$ cat config.mk
export PLATFORM = sky130hd
export DESIGN_NAME = sensor_stability_qualifier_unit
export DESIGN_NICKNAME = d
export VERILOG_FILES = /design/src/rtl/core/ssq_pkg.sv /design/src/rtl/core/sensor_stability_qualifier_unit.sv /design/src/rtl/core/ssq_track.sv /design/src/rtl/core/ssq_mean.sv
export SDC_FILE = /design/constraint.sdc
export NUM_CORES = 1
export LEC_CHECK = 0
export ABC_AREA = 1
export BUFFER_PORTS_ARGS = -buffer_cell sky130_fd_sc_hd__buf_2
export CAP_MARGIN = 5
export CORE_MARGIN = 2
export CORE_UTILIZATION = 25
export DETAILED_ROUTE_END_ITERATION = 16
export GPL_ROUTABILITY_DRIVEN = 0
export GPL_TIMING_DRIVEN = 0
export PLACE_DENSITY_LB_ADDON = 0.1
export SLEW_MARGIN = 20
export SYNTH_ARGS = -nofsm -noshare
export SYNTH_HDL_FRONTEND = slang
export SYNTH_SLANG_ARGS = --single-unit
export TNS_END_PERCENT = 5
$ cat constraint.sdc
create_clock -name clk -period 13.5 [get_ports clk]
set_input_delay 0.675 -clock clk [delete_from_list [all_inputs] [get_ports clk]]
set_output_delay 0.675 -clock clk [all_outputs]
set_load 0.005 [all_outputs]
$ cat src/rtl/core/ssq_pkg.sv
`default_nettype none

package ssq_pkg;

	typedef enum logic [1:0] {
		ST_WAIT     = 2'd0,
		ST_STABLE   = 2'd1,
		ST_UNSTABLE = 2'd2,
		ST_NO_PROBE = 2'd3
	} status_t;

	typedef struct packed {
		logic [15:0] range_low;
		logic [15:0] range_high;
		logic [15:0] stable_spread;
		logic [3:0]  fault_run_limit;
		logic [9:0]  sample_limit;
	} cfg_t;

	localparam logic [2:0] REG_RANGE_LOW     = 3'd0;
	localparam logic [2:0] REG_RANGE_HIGH    = 3'd1;
	localparam logic [2:0] REG_STABLE_SPREAD = 3'd2;
	localparam logic [2:0] REG_FAULT_LIMIT   = 3'd3;
	localparam logic [2:0] REG_SAMPLE_LIMIT  = 3'd4;

	localparam logic [15:0] RANGE_LOW_RST     = 16'd4267;
	localparam logic [15:0] RANGE_HIGH_RST    = 16'd22933;
	localparam logic [15:0] STABLE_SPREAD_RST = 16'd16;
	localparam logic [3:0]  FAULT_LIMIT_RST   = 4'd5;
	localparam logic [9:0]  SAMPLE_LIMIT_RST  = 10'd50;

	localparam logic [3:0] FAULT_RUN_MAX = 4'd15;
	localparam logic [9:0] TAKEN_MAX     = 10'd1023;

endpackage

`default_nettype wire

$ cat src/rtl/core/sensor_stability_qualifier_unit.sv
`default_nettype none

// Probe stability qualifier.
// Input channel (in_valid/in_ready) carries one averaged converter code and a
// restart flag per beat; the output channel (out_valid/out_ready) returns one
// status and level per input beat, in order.
// Three register stages: input register, tracking stage (window, counters,
// decision) and result register. A beat passes through them in that order
// and waits in place while the next stage is full.
// Throughput is one beat per clock while out_ready is high; the window min,
// max and sum and the decision all settle in the tracking stage, and the divide
// by the depth sits between the tracking register and the result register.
// When out_ready is low the stages fill up one by one; in_ready falls only
// once all three hold a beat, and no beat is dropped or repeated.
// The config port (cfg_we, cfg_index, cfg_data) writes one register per clock
// and should only be used when the block is empty.
// Reset clears all stages, counters and the held decision and loads the
// default range, spread and limits. No clearing pass is needed.
module sensor_stability_qualifier_unit #(
	parameter int WINDOW_DEPTH = 6
) (
	input  wire logic               clk,
	input  wire logic               arst_n,
	input  wire logic               cfg_we,
	input  wire logic [2:0]         cfg_index,
	input  wire logic [15:0]        cfg_data,
	input  wire logic               in_valid,
	output logic                    in_ready,
	input  wire logic signed [15:0] sample,
	input  wire logic               restart,
	output logic                    out_valid,
	input  wire logic               out_ready,
	output logic [1:0]              status,
	output logic signed [15:0]      level
);
	import ssq_pkg::*;

	localparam int SUM_W = 16 + $clog2(WINDOW_DEPTH);

	cfg_t cfg_q;

	logic               valid_s1;
	logic signed [15:0] sample_s1;
	logic               restart_s1;

	logic               valid_s2;
	status_t            status_s2;
	logic               mean_s2;
	logic signed [SUM_W-1:0] value_s2;

	logic               out_valid_q;
	status_t            status_q;
	logic signed [15:0] level_q;

	logic out_load, s2_free, s1_free, s1_go, s2_go;
	status_t                 trk_status;
	logic                    trk_mean;
	logic signed [SUM_W-1:0] trk_value;
	logic signed [15:0]      mean_level;

	assign out_load = !out_valid_q || out_ready;
	assign s2_go    = valid_s2 && out_load;
	assign s2_free  = !valid_s2 || out_load;
	assign s1_go    = valid_s1 && s2_free;
	assign s1_free  = !valid_s1 || s2_free;
	assign in_ready = s1_free;

	always_ff @(posedge clk or negedge arst_n) begin
		if (!arst_n) begin
			cfg_q.range_low       <= RANGE_LOW_RST;
			cfg_q.range_high      <= RANGE_HIGH_RST;
			cfg_q.stable_spread   <= STABLE_SPREAD_RST;
			cfg_q.fault_run_limit <= FAULT_LIMIT_RST;
			cfg_q.sample_limit    <= SAMPLE_LIMIT_RST;
		end else if (cfg_we) begin
			unique case (cfg_index)
				REG_RANGE_LOW:     cfg_q.range_low       <= cfg_data;
				REG_RANGE_HIGH:    cfg_q.range_high      <= cfg_data;
				REG_STABLE_SPREAD: cfg_q.stable_spread   <= cfg_data;
				REG_FAULT_LIMIT:   cfg_q.fault_run_limit <= cfg_data[3:0];
				REG_SAMPLE_LIMIT:  cfg_q.sample_limit    <= cfg_data[9:0];
				default: ;
			endcase
		end
	end

	ssq_track #(
		.WINDOW_DEPTH(WINDOW_DEPTH)
	) u_track (
		.clk     (clk),
		.arst_n  (arst_n),
		.cfg     (cfg_q),
		.sample  (sample_s1),
		.restart (restart_s1),
		.advance (s1_go),
		.status  (trk_status),
		.is_mean (trk_mean),
		.value   (trk_value)
	);

	ssq_mean #(
		.WINDOW_DEPTH(WINDOW_DEPTH)
	) u_mean (
		.is_mean (mean_s2),
		.value   (value_s2),
		.level   (mean_level)
	);

	always_ff @(posedge clk or negedge arst_n) begin
		if (!arst_n) begin
			valid_s1    <= 1'b0;
			valid_s2    <= 1'b0;
			out_valid_q <= 1'b0;
		end else begin
			if (s1_free) begin
				valid_s1 <= in_valid;
			end
			if (s2_free) begin
				valid_s2 <= valid_s1;
			end
			if (out_load) begin
				out_valid_q <= valid_s2;
			end
		end
	end

	always_ff @(posedge clk) begin
		if (in_valid && s1_free) begin
			sample_s1  <= sample;
			restart_s1 <= restart;
		end
		if (s1_go) begin
			status_s2 <= trk_status;
			mean_s2   <= trk_mean;
			value_s2  <= trk_value;
		end
		if (s2_go) begin
			status_q <= status_s2;
			level_q  <= mean_level;
		end
	end

	assign out_valid = out_valid_q;
	assign status    = status_q;
	assign level     = level_q;

	a_full_blocks_input: assert property (@(posedge clk) disable iff (!arst_n)
		(out_valid_q && !out_ready && valid_s2 && valid_s1) |-> !in_ready)
		else $error("input taken with every stage occupied");

	a_s2_holds: assert property (@(posedge clk) disable iff (!arst_n)
		(valid_s2 && !out_load) |=> valid_s2 && $stable(value_s2))
		else $error("tracking stage lost a stalled beat");

	a_s1_holds: assert property (@(posedge clk) disable iff (!arst_n)
		(valid_s1 && !s2_free) |=> valid_s1 && $stable(sample_s1))
		else $error("input stage lost a stalled beat");

endmodule

`default_nettype wire

$ cat src/rtl/core/ssq_track.sv
`default_nettype none

module ssq_track #(
	parameter int WINDOW_DEPTH = 6,
	localparam int SUM_W = 16 + $clog2(WINDOW_DEPTH)
) (
	input  wire logic                clk,
	input  wire logic                arst_n,
	input  wire ssq_pkg::cfg_t       cfg,
	input  wire logic signed [15:0]  sample,
	input  wire logic                restart,
	input  wire logic                advance,
	output ssq_pkg::status_t         status,
	output logic                     is_mean,
	output logic signed [SUM_W-1:0]  value
);
	import ssq_pkg::*;

	localparam int SLOT_W = $clog2(WINDOW_DEPTH);
	localparam int FILL_W = $clog2(WINDOW_DEPTH + 1);
	localparam logic [SLOT_W-1:0] SLOT_LAST = SLOT_W'(WINDOW_DEPTH - 1);
	localparam logic [FILL_W-1:0] FILL_FULL = FILL_W'(WINDOW_DEPTH);

	logic signed [15:0] win_q [WINDOW_DEPTH];
	logic [SLOT_W-1:0]  slot_q;
	logic [FILL_W-1:0]  fill_q;
	logic [3:0]         fault_q;
	logic [9:0]         taken_q;
	status_t            held_status_q;
	logic               held_mean_q;
	logic signed [SUM_W-1:0] held_value_q;

	logic [SLOT_W-1:0]  slot_eff, slot_new;
	logic [FILL_W-1:0]  fill_eff, fill_new;
	logic [3:0]         fault_eff, fault_new;
	logic [9:0]         taken_eff, taken_new;
	logic               held;
	logic               out_of_range;
	logic signed [15:0] win_next [WINDOW_DEPTH];
	logic signed [15:0] mn, mx;
	logic signed [SUM_W-1:0] sum;
	logic [16:0]        spread;
	status_t            status_new;
	logic               mean_new;
	logic signed [SUM_W-1:0] value_new;

	// restart clears the run before this beat's sample is used
	assign slot_eff  = restart ? '0 : slot_q;
	assign fill_eff  = restart ? '0 : fill_q;
	assign fault_eff = restart ? '0 : fault_q;
	assign taken_eff = restart ? '0 : taken_q;
	assign held      = !restart && (held_status_q != ST_WAIT);

	assign slot_new  = (slot_eff == SLOT_LAST) ? '0 : slot_eff + 1'b1;
	assign fill_new  = (fill_eff == FILL_FULL) ? FILL_FULL : fill_eff + 1'b1;
	assign taken_new = (taken_eff == TAKEN_MAX) ? TAKEN_MAX : taken_eff + 1'b1;

	assign out_of_range = (sample < $signed(cfg.range_low))
		|| (sample > $signed(cfg.range_high));
	assign fault_new = !out_of_range ? '0
		: (fault_eff == FAULT_RUN_MAX) ? FAULT_RUN_MAX : fault_eff + 1'b1;

	always_comb begin
		for (int i = 0; i < WINDOW_DEPTH; i++) begin
			win_next[i] = (slot_eff == SLOT_W'(i)) ? sample : win_q[i];
		end
	end

	always_comb begin
		mn  = win_next[0];
		mx  = win_next[0];
		sum = {{(SUM_W-16){win_next[0][15]}}, win_next[0]};
		for (int i = 1; i < WINDOW_DEPTH; i++) begin
			if (win_next[i] < mn) begin
				mn = win_next[i];
			end
			if (win_next[i] > mx) begin
				mx = win_next[i];
			end
			sum = sum + {{(SUM_W-16){win_next[i][15]}}, win_next[i]};
		end
	end

	assign spread = {mx[15], mx} - {mn[15], mn};

	always_comb begin
		status_new = ST_WAIT;
		mean_new   = 1'b0;
		value_new  = {{(SUM_W-16){sample[15]}}, sample};
		if (fault_new >= cfg.fault_run_limit) begin
			status_new = ST_NO_PROBE;
		end else begin
			if (fill_new == FILL_FULL) begin
				mean_new  = 1'b1;
				value_new = sum;
				if (spread < {1'b0, cfg.stable_spread}) begin
					status_new = ST_STABLE;
				end
			end
			if (status_new == ST_WAIT && taken_new >= cfg.sample_limit) begin
				status_new = ST_UNSTABLE;
			end
		end
	end

	assign status  = held ? held_status_q : status_new;
	assign is_mean = held ? held_mean_q : mean_new;
	assign value   = held ? held_value_q : value_new;

	always_ff @(posedge clk or negedge arst_n) begin
		if (!arst_n) begin
			slot_q        <= '0;
			fill_q        <= '0;
			fault_q       <= '0;
			taken_q       <= '0;
			held_status_q <= ST_WAIT;
			held_mean_q   <= 1'b0;
		end else if (advance && !held) begin
			slot_q        <= slot_new;
			fill_q        <= fill_new;
			fault_q       <= fault_new;
			taken_q       <= taken_new;
			held_status_q <= status_new;
			held_mean_q   <= mean_new;
		end
	end

	always_ff @(posedge clk) begin
		if (advance && !held) begin
			win_q[slot_eff] <= sample;
			if (status_new != ST_WAIT) begin
				held_value_q <= value_new;
			end
		end
	end

	a_fill_bounded: assert property (@(posedge clk) disable iff (!arst_n)
		fill_q <= FILL_FULL)
		else $error("window fill count past depth");

	a_held_sticks: assert property (@(posedge clk) disable iff (!arst_n)
		(held_status_q != ST_WAIT && !(advance && restart))
		|=> (held_status_q == $past(held_status_q)) && $stable(taken_q))
		else $error("held decision changed without restart");

	a_slot_range: assert property (@(posedge clk) disable iff (!arst_n)
		slot_q <= SLOT_LAST)
		else $error("write slot out of window");

endmodule

`default_nettype wire

$ cat src/rtl/core/ssq_mean.sv
`default_nettype none

module ssq_mean #(
	parameter int WINDOW_DEPTH = 6,
	localparam int SUM_W = 16 + $clog2(WINDOW_DEPTH)
) (
	input  wire logic                is_mean,
	input  wire logic signed [SUM_W-1:0] value,
	output logic signed [15:0]       level
);
	// truncating divide by the depth: |sum| times a rounded-up reciprocal,
	// exact for every magnitude below 2**SUM_W
	localparam int K     = SUM_W + $clog2(WINDOW_DEPTH);
	localparam int M_W   = SUM_W + 1;
	localparam longint RECIP_L = ((64'sd1 <<< K) + WINDOW_DEPTH - 1) / WINDOW_DEPTH;
	localparam logic [M_W-1:0] RECIP = M_W'(RECIP_L);

	logic               neg;
	logic [SUM_W-1:0]   mag;
	logic [SUM_W+M_W-1:0] prod;
	logic [15:0]        quot;

	assign neg  = value[SUM_W-1];
	assign mag  = neg ? (~value + 1'b1) : value;
	assign prod = {{M_W{1'b0}}, mag} * {{SUM_W{1'b0}}, RECIP};
	assign quot = prod[K +: 16];

	assign level = !is_mean ? value[15:0] : (neg ? (~quot + 1'b1) : quot);

endmodule

`default_nettype wire
After elaboration in Yosys (flattened, before gate mapping)
Memory sizes are Yosys's and may differ from the RTL's.
Index checks and enable logic that the tools add are counted.
{ "classes": {"add_sub_neg": 12, "multipliers": 1, "magnitude_cmp": 15, "eq_ne": 13, "n_mux": 42, "bitwise": 2, "reduce_logical": 26} }
{ "ops": {"columns": ["operator", "n"], "rows": [
  ["$mux W16", 18],
  ["$gt A16 B16 Y1", 6],
  ["$lt A16 B16 Y1", 6],
  ["$add A19 B19 Y19", 4],
  ["$mux W19", 4],
  ["$mul A19 B20 Y38 const B", 1],
  ["$mux W10", 2],
  ["$add A19 B1 Y19 const B", 1],
  ["$not A19 Y19", 1],
  ["$add A16 B16 Y17", 1],
  ["$lt A17 B16 Y1", 1],
  ["$sub A16 B16 Y17", 1],
  ["$add A16 B1 Y16 const B", 1],
  ["$not A16 Y16", 1],
  ["$eq A3 B3 Y1 const B", 5],
  ["$eq A3 B2 Y1 const B", 4],
  ["$mux W3", 4],
  ["$mux W4", 3],
  ["$reduce_and A2 Y1", 6],
  ["$add A10 B1 Y10 const B", 1],
  ["$eq A10 B10 Y1 const B", 1],
  ["$ge A10 B10 Y1", 1],
  ["$mux W2", 5],
  ["$add A3 B1 Y3 const B", 2],
  ["11 further kinds", 31]
]} }
{ "word_totals": {"ff_bits": 164, "mem_bits_rw": 96, "input_bits": 41, "out_inout_bits": 20, "word_cells": 134, "memories": 1} }
{ "mem_list": {"columns": ["name", "depth", "width", "read_ports", "rd_clocked_by_memory_dff", "wr", "line_no", "text"], "rows": [
  ["u_track.win_q", 6, 16, 6, 0, 1, "ssq_track.sv:24", "logic signed [15:0] win_q [WINDOW_DEPTH];"]
]} }

Logic depth before layout (Yosys ltp)
Gate-level depths: netlist of run 1.
{ "depth": {"ltp_word": 24, "depth_mapped": 106, "depth_no_buf": 99} }

By module
A second synthesis of run 1 with hierarchy kept.
{ "unflattened": {"cells_unflattened": 3545, "hier_area_um2": 27988.1} }
{ "modules_own_cells": {"columns": ["mod", "instances", "cells_each", "area_each_um2", "seq_area_each_um2"], "rows": [
  ["ssq_track", 1, 2153, 16153.0, 4028.9],
  ["ssq_mean", 1, 1052, 7363.3, 0.0],
  ["sensor_stability_qualifier_unit", 1, 340, 4471.8, 3363.2]
]} }

Least setup slack after synthesis of run 1
No wires, ideal clock.
{ "synth_path": {"path_type": "reg2reg", "from": "register restart_s1", "to": "register u_track.held_value_q[0] (enable)", "setup_ns": 0.374, "arrival_ns": 13.663, "t_required_ns": 13.126, "path_slack_ns": -0.537, "path_stages_with_launch": 82, "n_path_buf": 10, "period_less_slack_ns": 14.037, "cell_sequence": "edfxtp_1 -> inv_2 -> buf_6 -> nand2_4 -> nand3_2 -> buf_2 -> clkbuf_1 -> o21ai_0 -> ha_1 -> inv_1 -> a2111oi_0 -> nand2_2 -> nand2_2 -> nand2_1 -> nand2_2 -> buf_2 -> clkbuf_1 -> nand2_1 -> [... 46 more ...] -> a21oi_1 -> o21bai_1 -> a21oi_1 -> o21bai_1 -> a21oi_1 -> o21bai_1 -> a21oi_1 -> o21bai_1 -> a21o_1 -> a21oi_1 -> xor2_1 -> ha_1 -> nand2_1 -> nand4_1 -> o21ai_0 -> nand2_1 -> o21ai_0 -> inv_1"} }
{ "synth_between": {"elab_chain_cells": 24, "elab_cells_between_ends": 64, "classes_between": "add/sub (4); order compare (13); eq/ne (9); mux (29); reduce/logical (9)"} }
{ "synth_lines": {"columns": ["item", "line_no", "text"], "rows": [
  ["start, declared", "sensor_stability_qualifier_unit.sv:44", "logic restart_s1;"],
  ["start signal, assigned", "sensor_stability_qualifier_unit.sv:130", "restart_s1 <= restart;"],
  ["$mux W3", "ssq_track.sv:48", "assign slot_eff = restart ? '0 : slot_q;"],
  ["$eq A3 B1 Y1 / $logic_not A3 Y1 (equally long branches)", "ssq_track.sv:65", "win_next[i] = (slot_eff == SLOT_W'(i)) ? sample : win_q[i];"],
  ["$mux W16", "ssq_track.sv:65", null],
  ["$gt A16 B16 Y1 / $lt A16 B16 Y1 (equally long branches)", "ssq_track.sv:77, ssq_track.sv:74", null],
  ["$mux W16, on equally long branches", "ssq_track.sv:77, ssq_track.sv:74", null],
  ["$gt A16 B16 Y1 / $lt A16 B16 Y1 (equally long branches)", "ssq_track.sv:77, ssq_track.sv:74", null],
  ["$mux W16, on equally long branches", "ssq_track.sv:77, ssq_track.sv:74", null],
  ["$gt A16 B16 Y1 / $lt A16 B16 Y1 (equally long branches)", "ssq_track.sv:77, ssq_track.sv:74", null],
  ["[... 8 more ...]", null, null],
  ["$mux W2", "ssq_track.sv:93", "if (fill_new == FILL_FULL) begin"],
  ["$mux W2", "ssq_track.sv:90", "if (fault_new >= cfg.fault_run_limit) begin"],
  ["$logic_not A2 Y1", "ssq_track.sv:100", "if (status_new == ST_WAIT && taken_new >= cfg.sample_limit) begin"],
  ["$logic_and A1 B1 Y1", "ssq_track.sv:100", null],
  ["$mux W2", "ssq_track.sv:100", null],
  ["$mux W2", "ssq_track.sv:90", null],
  ["$reduce_bool A2 Y1", "ssq_track.sv:131", "if (status_new != ST_WAIT) begin"],
  ["$reduce_and A2 Y1 (no source line) (*)", null, null],
  ["end signal, assigned", "ssq_track.sv:132", "held_value_q <= value_new;"],
  ["end, declared", "ssq_track.sv:31", "logic signed [SUM_W-1:0] held_value_q;"]
]} }
Mark *: on every way between the ends. The rest lies on a longest branch, timed or not. The select of a mux whose other input is x is not followed.
A chain may end at the register's enable or synchronous reset.

Worst setup path in the final report of run 1
{ "layout_path": {"from": "register restart_s1", "to": "register u_track.held_value_q[18] (enable)"} }
The elaborated chain is that of the path after synthesis.

==> parameters.txt, run 1 <==
Parameter                              Value

Outcome
  Outcome ... complete, but fails checks
  Failing checks ... setup timing

Detailed routing
  DRC Markers ... 0
  Routed vias/inst ... 4.52
  Number of nets with antenna violations after routing ... 0
  Detailed-routing wirelength on met1 ... ~43,000 µm
  DR WL met2 ... 43,400 µm
  Total met3 wirelength after detailed routing ... 3260 µm
  Number of design-rule violations left by the first detailed-router iteration ... 1,071
  DRT Pass-1 Iters ... 5
  Final WL ... roughly 92,000 µm
  Highest routed metal layer ... met5
  Wire per inst ... between 15 and 20 µm
  Total via count after detailed routing ... 21.6k

Worst setup path
  Worst setup EP type ... register
  Data arrival time of the critical path ... 14.03 ns
  Most frequent CP cell ... sky130_fd_sc_hd__a21oi_1
  Critical R2R Launch ... restart_s1$_DFFE_PP_
  Worst Path Max Fanout ... 13
  Reg-to-reg slack, setup ... -0.21 ns
  Critical-path cell with the highest stage delay ... sky130_fd_sc_hd__edfxtp_1
  Reg-to-reg critical path endpoint ... u_track.held_value_q[18]$_DFFE_PP_
  Startpoint kind of the worst setup timing path ... register
  Critical path class ... register to register
  Number of cells on the worst reg-to-reg path ... 87
  Worst path max stage delay ... ~0.44 ns
  Data required, critical path ... 13.82 ns

STA
  Setup repair after global routing missed its margin ... yes
  Crit path time final ... 13.71 ns
  Worst Clk Skew ... 0.0203 ns
  Max Fclk ... ~73 MHz
  Part of the cycle the worst path needs ... 102%
  # setup viols final ... 21
  Final number of max-transition violations ... 0
  Transition time of the tightest slew-check pin ... 1.22 ns
  Final hold violation count ... 0
  Headroom to the max-slew limit ... between 10% and 20%
  Final setup slack of the worst path ... -0.211 ns

Final layout
  Share of cells above drive strength 1 ... 15.9%
  Final Util ... 30.9%
  Final layout net count ... 3,948
  Synth-to-Final Area Change ... 22.4%
  Number of inserted diodes ... 0
  Final Non-Filler Cells ... 4,777

Logic synthesis
  Area of the mapped netlist ... about 26,000 µm²
  Warnings, synthesis ... 0
  Average size of a mapped cell ... approximately 8.3 µm²
  Post-synthesis instance total ... 3,154
  Dominant cell by count in the synthesized netlist ... sky130_fd_sc_hd__nand2_1
  Leading cell types by total area after synthesis ... sky130_fd_sc_hd__edfxtp_1, sky130_fd_sc_hd__ha_1, sky130_fd_sc_hd__fa_1
  Syn nets ... 3,731
  Primary FF master, synth ... sky130_fd_sc_hd__edfxtp_1
  Post-synth ARST share ... 33.8%
  Number of enable flip-flop cells after synthesis ... 172
  Flip-flop and latch count after synthesis ... 260
  Cell type with the highest aggregate area in the netlist ... sky130_fd_sc_hd__edfxtp_1
  Proportion of synthesized chip area in sequential cells ... 28.3%
  Leading post-synthesis cells by instance count ... sky130_fd_sc_hd__nand2_1, sky130_fd_sc_hd__inv_1, sky130_fd_sc_hd__ha_1, sky130_fd_sc_hd__o21ai_0, sky130_fd_sc_hd__edfxtp_1
  Count of distinct cell types in the synthesized netlist ... 57
  Fraction of post-synthesis cell area in the top cell type by area ... 19.8%

Placed design
  Port buffer count ... 60
  Detailed placement HPWL ... 74,500 µm
  Cell total after placement ... 4,614

Hold path
  Class of the tightest hold or removal check ... input pin to asynchronous set/reset pin

Clock network
  Later-pin clock latency in the skew report ... 0.56 ns
  CTS Buffer Depth ... 3
  Max H-tree Level ... 2
  Cell at the root of the clock tree ... sky130_fd_sc_hd__clkbuf_16
  CTS tree ... done
  Post-CTS clock slew at the launch and capture registers of the worst setup and hold paths ... 0.06 ns
  Clock sink count ... 260
  Number of CTS-inserted buffers ... 34
  Number of buffers inserted for hold repair after clock tree synthesis ... 0

Floorplanning
  Initial Utilization ... 25.2%
  Site Rows ... 118
  I/O Pins ... between 60 and 70
  DIE WIDTH ... 327 µm
  Die Outline Area ... 107,000 µm²
  Height of the chip ... between 300 and 400 µm
  Area of the core ... 103,000 µm²

GRT
  Initial antenna violation count ... 5
  Global-route wire length before repair ... between 100,000 and 150,000 µm
  Global-route usage over all layers ... between 10% and 20%
  Maximum number of pins on one net before global-route repair ... 50
  GRT overflow ... 0
  Vias in the first global route ... 22.0k

Flow run
  # Max-Cap Violations ... 0
[per-layer routing]
metal,global-route usage [%],up-vias
met4,4.83,2
met3,1.99,97
met5,0,-
met1,23.1,10300
li1,-,10900
met2,29.0,345
[metrics by stage]
step	hold WS, ns	setup TNS, ns	setup slack (ns)	area [µm²]
final	0.0340	-4.10	-0.211	31900
after global routing	0.0516	-22.42	-1.02	31900
after CTS	0.0327	-16.20	-0.747	31000
after detailed placement	0.419	-147.76	-6.51	28400
after global placement	0.417	-152.98	-6.74	28100
after floorplan	0.379	0	0.0484	26100
[critical path, delay by kind of cell (launching register included)]
kind,cells,cell delay [ns]
flops,1,0.44
buf+inv,16,2.17
xor+xnor,1,0.15
simple gates,34,4.53
fa+ha+maj,7,2.02
compound gates,29,4.08
[kinds of logic (layout without fill, tap and decap cells)]
kind of cell | after synthesis | after routing | synth area share, %
compound gates | 586 | 586 | 12.3
xor+xnor | 93 | 93 | 3.12
fa+ha+maj | 536 | 536 | 30.2
buf+inv | 629 | 872 | 9.16
flops | 260 | 260 | 28.3
mux | 1 | 1 | 0.0431
simple gates | 1049 | 1049 | 16.9
[final cells by class]
| cell class | instances | area [µm²] |
|---|---|---|
| inverter | 552 | 2080 |
| clock buffer | 45 | 953 |
| tap | 1380 | 1730 |
| clock inverter | 17 | 213 |
| buffer | 77 | 668 |
| multi-input combinational | 2265 | 17500 |
| timing repair buffer | 181 | 1360 |
| fill | 11100 | 71600 |
| sequential | 260 | 7390 |
[registers in the layout (all words and copies together) (netlist names)]
register and count:
valid_s1 1, u_track.win_q 96, cfg_q 62, mean_s2 1
status_s2 2, level 16, u_track.held_status_q 2, u_track.fault_q 4
status 2, valid_s2 1, value_s2 19, restart_s1 1
u_track.slot_q 3, out_valid 1, u_track.taken_q 10, u_track.held_mean_q 1
sample_s1 16, u_track.held_value_q 19, u_track.fill_q 3
[repair_timing]
| action | CTS | global route |
|---|---|---|
| gates resized for setup | 269 | 182 |
| cloned | 0 | 3 |
| setup buffers | 63 | 35 |
| pin swaps | 75 | 88 |
| setup endpoints to repair | 23 | 23 |
[worst max-delay path by stage]
stage                                    start                            endpoint  slack (ns)  cells after the start
after CTS                 restart_s1$_DFFE_PP_  u_track.held_value_q[18]$_DFFE_PP_       -0.75                     89
final                     restart_s1$_DFFE_PP_  u_track.held_value_q[18]$_DFFE_PP_       -0.21                     87
after global routing      restart_s1$_DFFE_PP_  u_track.held_value_q[18]$_DFFE_PP_       -1.02                     87
after floorplan           restart_s1$_DFFE_PP_   u_track.held_value_q[0]$_DFFE_PP_        0.05                     82
after global placement    restart_s1$_DFFE_PP_   u_track.held_value_q[0]$_DFFE_PP_       -6.74                     77
after detailed placement  restart_s1$_DFFE_PP_   u_track.held_value_q[0]$_DFFE_PP_       -6.51                     76
[cell usage in the layout (no fill, tap or decap), types with 6 or more instances in the layout]
cell type	count
sky130_fd_sc_hd__a211oi_1	12
sky130_fd_sc_hd__a211oi_2	7
sky130_fd_sc_hd__a21oi_1	137
sky130_fd_sc_hd__a21oi_2	12
sky130_fd_sc_hd__buf_12	7
sky130_fd_sc_hd__buf_2	69
sky130_fd_sc_hd__buf_4	98
sky130_fd_sc_hd__buf_6	25
sky130_fd_sc_hd__clkbuf_1	42
sky130_fd_sc_hd__clkbuf_16	46
sky130_fd_sc_hd__dfrtp_1	67
sky130_fd_sc_hd__dfstp_2	20
sky130_fd_sc_hd__edfxtp_1	172
sky130_fd_sc_hd__fa_1	155
sky130_fd_sc_hd__ha_1	353
sky130_fd_sc_hd__ha_4	23
sky130_fd_sc_hd__inv_1	532
sky130_fd_sc_hd__inv_2	15
sky130_fd_sc_hd__nand2_1	643
sky130_fd_sc_hd__nand2_2	38
sky130_fd_sc_hd__nand3_1	109
sky130_fd_sc_hd__nand3_2	11
sky130_fd_sc_hd__nand4_1	43
sky130_fd_sc_hd__nor2_1	125
sky130_fd_sc_hd__nor2_2	8
sky130_fd_sc_hd__nor3_1	26
sky130_fd_sc_hd__o21ai_0	203
sky130_fd_sc_hd__o21ai_1	58
sky130_fd_sc_hd__o21ai_2	62
sky130_fd_sc_hd__o21ai_4	19
sky130_fd_sc_hd__o21bai_1	20
sky130_fd_sc_hd__or2_2	6
sky130_fd_sc_hd__xnor2_1	25
sky130_fd_sc_hd__xor2_1	67
Power of run 1 is left out: the tool's default activity adds up to more than one toggle a clock period on the data nets, which glitch-free logic cannot reach.
==> inputs of run 2 (changes only) <==
CORE_UTILIZATION = 55   (was 25)
PLACE_DENSITY = 0.74   (was unset)
PLACE_DENSITY_LB_ADDON = unset   (was 0.1)
==> parameters.txt, run 2 (synthesis gave the netlist of run 1 again) <==
Parameter                              Value

Outcome
  Outcome ... complete, but fails checks
  Failing checks ... capacitance limit, slew limit, setup timing

Worst setup path
  Data required, critical path ... 13.82 ns (about the same)
  Count of cell instances traversed by the critical path ... 92 (+5.7%)
  Data arrival time of the critical path ... 14.99 ns (+0.96 ns)
  Most frequent CP cell ... sky130_fd_sc_hd__nand2_1
  Critical path class ... register to register
  Crit-path leading delay family ... compound AO/OA/AOI/OAI gates
  Worst setup EP type ... register
  Critical-path cell with the highest stage delay ... sky130_fd_sc_hd__edfxtp_1
  Worst Path Max Fanout ... 8 (-5)
  Startpoint kind of the worst setup timing path ... register
  Worst path max stage delay ... 0.51 ns (+0.07 ns)
  Number of cells on the worst reg-to-reg path ... 92 (+5.7%)
  Buf+Inv Stages, Crit Path ... 21 (+5)

Clock network
  CTS Buffer Depth ... 3 (unchanged)
  Number of buffers inserted for hold repair after clock tree synthesis ... 0 (unchanged)
  Later-pin clock latency in the skew report ... 0.57 ns (about the same)
  Clock sink count ... 260 (unchanged)
  CTS tree ... done
  Cell at the root of the clock tree ... sky130_fd_sc_hd__clkbuf_16
  Number of CTS-inserted buffers ... 29 (-15%)
  Post-CTS clock slew at the launch and capture registers of the worst setup and hold paths ... 0.06 ns (about the same)
  Max H-tree Level ... 1 (-1)

Floorplanning
  Area of the core ... 46,700 µm² (-55%)
  DIE WIDTH ... 222 µm (-32%)
  Die Outline Area ... 49,200 µm² (-54%)
  I/O Pins ... 61 (unchanged)
  Height of the chip ... 222 µm (-32%)
  Site Rows ... 79 (-33%)
  Initial Utilization ... 55.9% (+31 points)

GRT
  GRT overflow ... 0 (unchanged)
  Maximum number of pins on one net before global-route repair ... 51 (+2.0%)
  Vias in the first global route ... 23.1k (+4.7%)
  Global-route usage over all layers ... 31.0% (+14 points)
  Global-route wire length before repair ... 121,000 µm (-12%)
  Initial antenna violation count ... 1 (-4)

Final layout
  Number of inserted diodes ... 0 (unchanged)
  Top register by number of flip-flops ... u_track.win_q
  Share of cells above drive strength 1 ... 18.4% (+2.5 points)
  Largest registers in the final layout ... u_track.win_q (96), cfg_q (62)
  Synth-to-Final Area Change ... 21.2%
  Final layout net count ... 4,003 (+1.4%)
  Most frequent standard cell in the layout excluding fill and tap cells ... sky130_fd_sc_hd__nand2_1
  Most frequent cells in the layout ... sky130_fd_sc_hd__nand2_1, sky130_fd_sc_hd__inv_1, sky130_fd_sc_hd__ha_1, sky130_fd_sc_hd__o21ai_0, sky130_fd_sc_hd__edfxtp_1
  Number of flip-flops in the largest register ... 96 (unchanged)

STA
  Worst Clk Skew ... 0.0211 ns (+0.000848 ns)
  Setup repair after global routing missed its margin ... yes
  Final setup slack of the worst path ... -1.17 ns (-0.961 ns)
  # setup viols final ... 23 (+9.5%)
  Sum Neg Setup Slack ... -25.10 ns (-21.00 ns)
  Transition time of the tightest slew-check pin ... 1.50 ns (+0.288 ns)
  Final number of max-transition violations ... 6 (+6)
  Max Fclk ... 68.2 MHz (-6.5%)
  Headroom to the max-slew limit ... -1.32% (-19 points)
  Crit path time final ... 14.67 ns (+0.961 ns)
  Part of the cycle the worst path needs ... 109% (+7.1 points)
  Final hold violation count ... 0 (unchanged)

Detailed routing
  DRC Markers ... 0 (unchanged)
  Final WL ... 83,300 µm (-9.7%)
  DRT Pass-1 Iters ... 10 (+5)
  Routed vias/inst ... 6.03 (+34%)
  Number of nets with antenna violations after routing ... 0 (unchanged)
  Wire per inst ... 20.5 µm (+6.3%)
  Number of design-rule violations left by the first detailed-router iteration ... 2,824 (+160%)
  Total via count after detailed routing ... 24.5k (+13%)

Placed design
  Port buffer count ... 60 (unchanged)
  Detailed placement HPWL ... 59,700 µm (-20%)

Hold path
  Class of the tightest hold or removal check ... input pin to asynchronous set/reset pin

Flow run
  # Max-Cap Violations ... 1 (+1)
-- run 2: changes by cell type in the layout (fill, tap and decap cells not counted), moves of 6 or more --
cell,previous run,this run
sky130_fd_sc_hd__o21ai_0,203,221
sky130_fd_sc_hd__nand2_1,643,619
sky130_fd_sc_hd__buf_8,2,9
sky130_fd_sc_hd__a21oi_2,12,20
sky130_fd_sc_hd__buf_4,98,159
sky130_fd_sc_hd__a21oi_1,137,129
sky130_fd_sc_hd__o21ai_2,62,56
sky130_fd_sc_hd__o21ai_1,58,44
sky130_fd_sc_hd__ha_1,353,347
sky130_fd_sc_hd__nand2_2,38,57
sky130_fd_sc_hd__ha_4,23,29
-- run 2: stage by stage --
stage / utilization, % / std cells / area, µm² / setup WS (ns) / hold slack (ns)
after global routing: 67.8 / 4056 / 31600 / -1.69 / 0.161
after floorplan: - / 3154 / 26100 / 0.0484 / 0.379
final: 67.8 / 4056 / 31600 / -1.17 / 0.133
after CTS: 63.7 / 3979 / 29700 / -0.410 / 0.140
after detailed placement: 58.5 / 3832 / 27300 / -4.76 / 0.414
after global placement: 58.2 / 3821 / 27200 / -4.38 / 0.412
-- run 2: worst paths after layout --
path | startpoint | endpoint | slack, ns
worst max-delay path | restart_s1$_DFFE_PP_ | u_track.held_value_q[16]$_DFFE_PP_ | -1.17
worst min-delay path | arst_n | cfg_q[27]$_DFFE_PN0P_ | 0.13
worst max register to register | restart_s1$_DFFE_PP_ | u_track.held_value_q[16]$_DFFE_PP_ | -1.17
worst min register to register | status_s2[1]$_DFFE_PP_ | status[1]$_DFFE_PP_ | 0.43
max in group asynchronous | arst_n | cfg_q[4]$_DFFE_PN1P_ | 12.64
min in group clk | restart | restart_s1$_DFFE_PP_ | 0.28
-- run 2: per-layer routing --
metal	GRT usage [%]	up-vias	part of all wire, %
met5	0	-	0.0096
met4	15.7	2	7.1
met3	5.16	460	11
met2	50.7	1548	45
met1	39.9	11500	37
li1	-	11000	-
-- run 2: what timing repair did --
action	CTS	global route
pin swaps	64	123
setup endpoints to repair	23	23
setup buffers	92	68
cloned	1	10
endpoints found under the hold margin	0	0
resized for setup	225	309
-- run 2: final cells by class --
class / instances / area [µm²]
inverter: 552 / 2090
buffer: 76 / 673
timing repair buffer: 242 / 1900
fill: 3411 / 15000
sequential: 260 / 7390
clock buffer: 34 / 764
tap: 607 / 759
multi-input combinational: 2265 / 17800
clock inverter: 20 / 251
Power of run 2 is left out for the same reason.
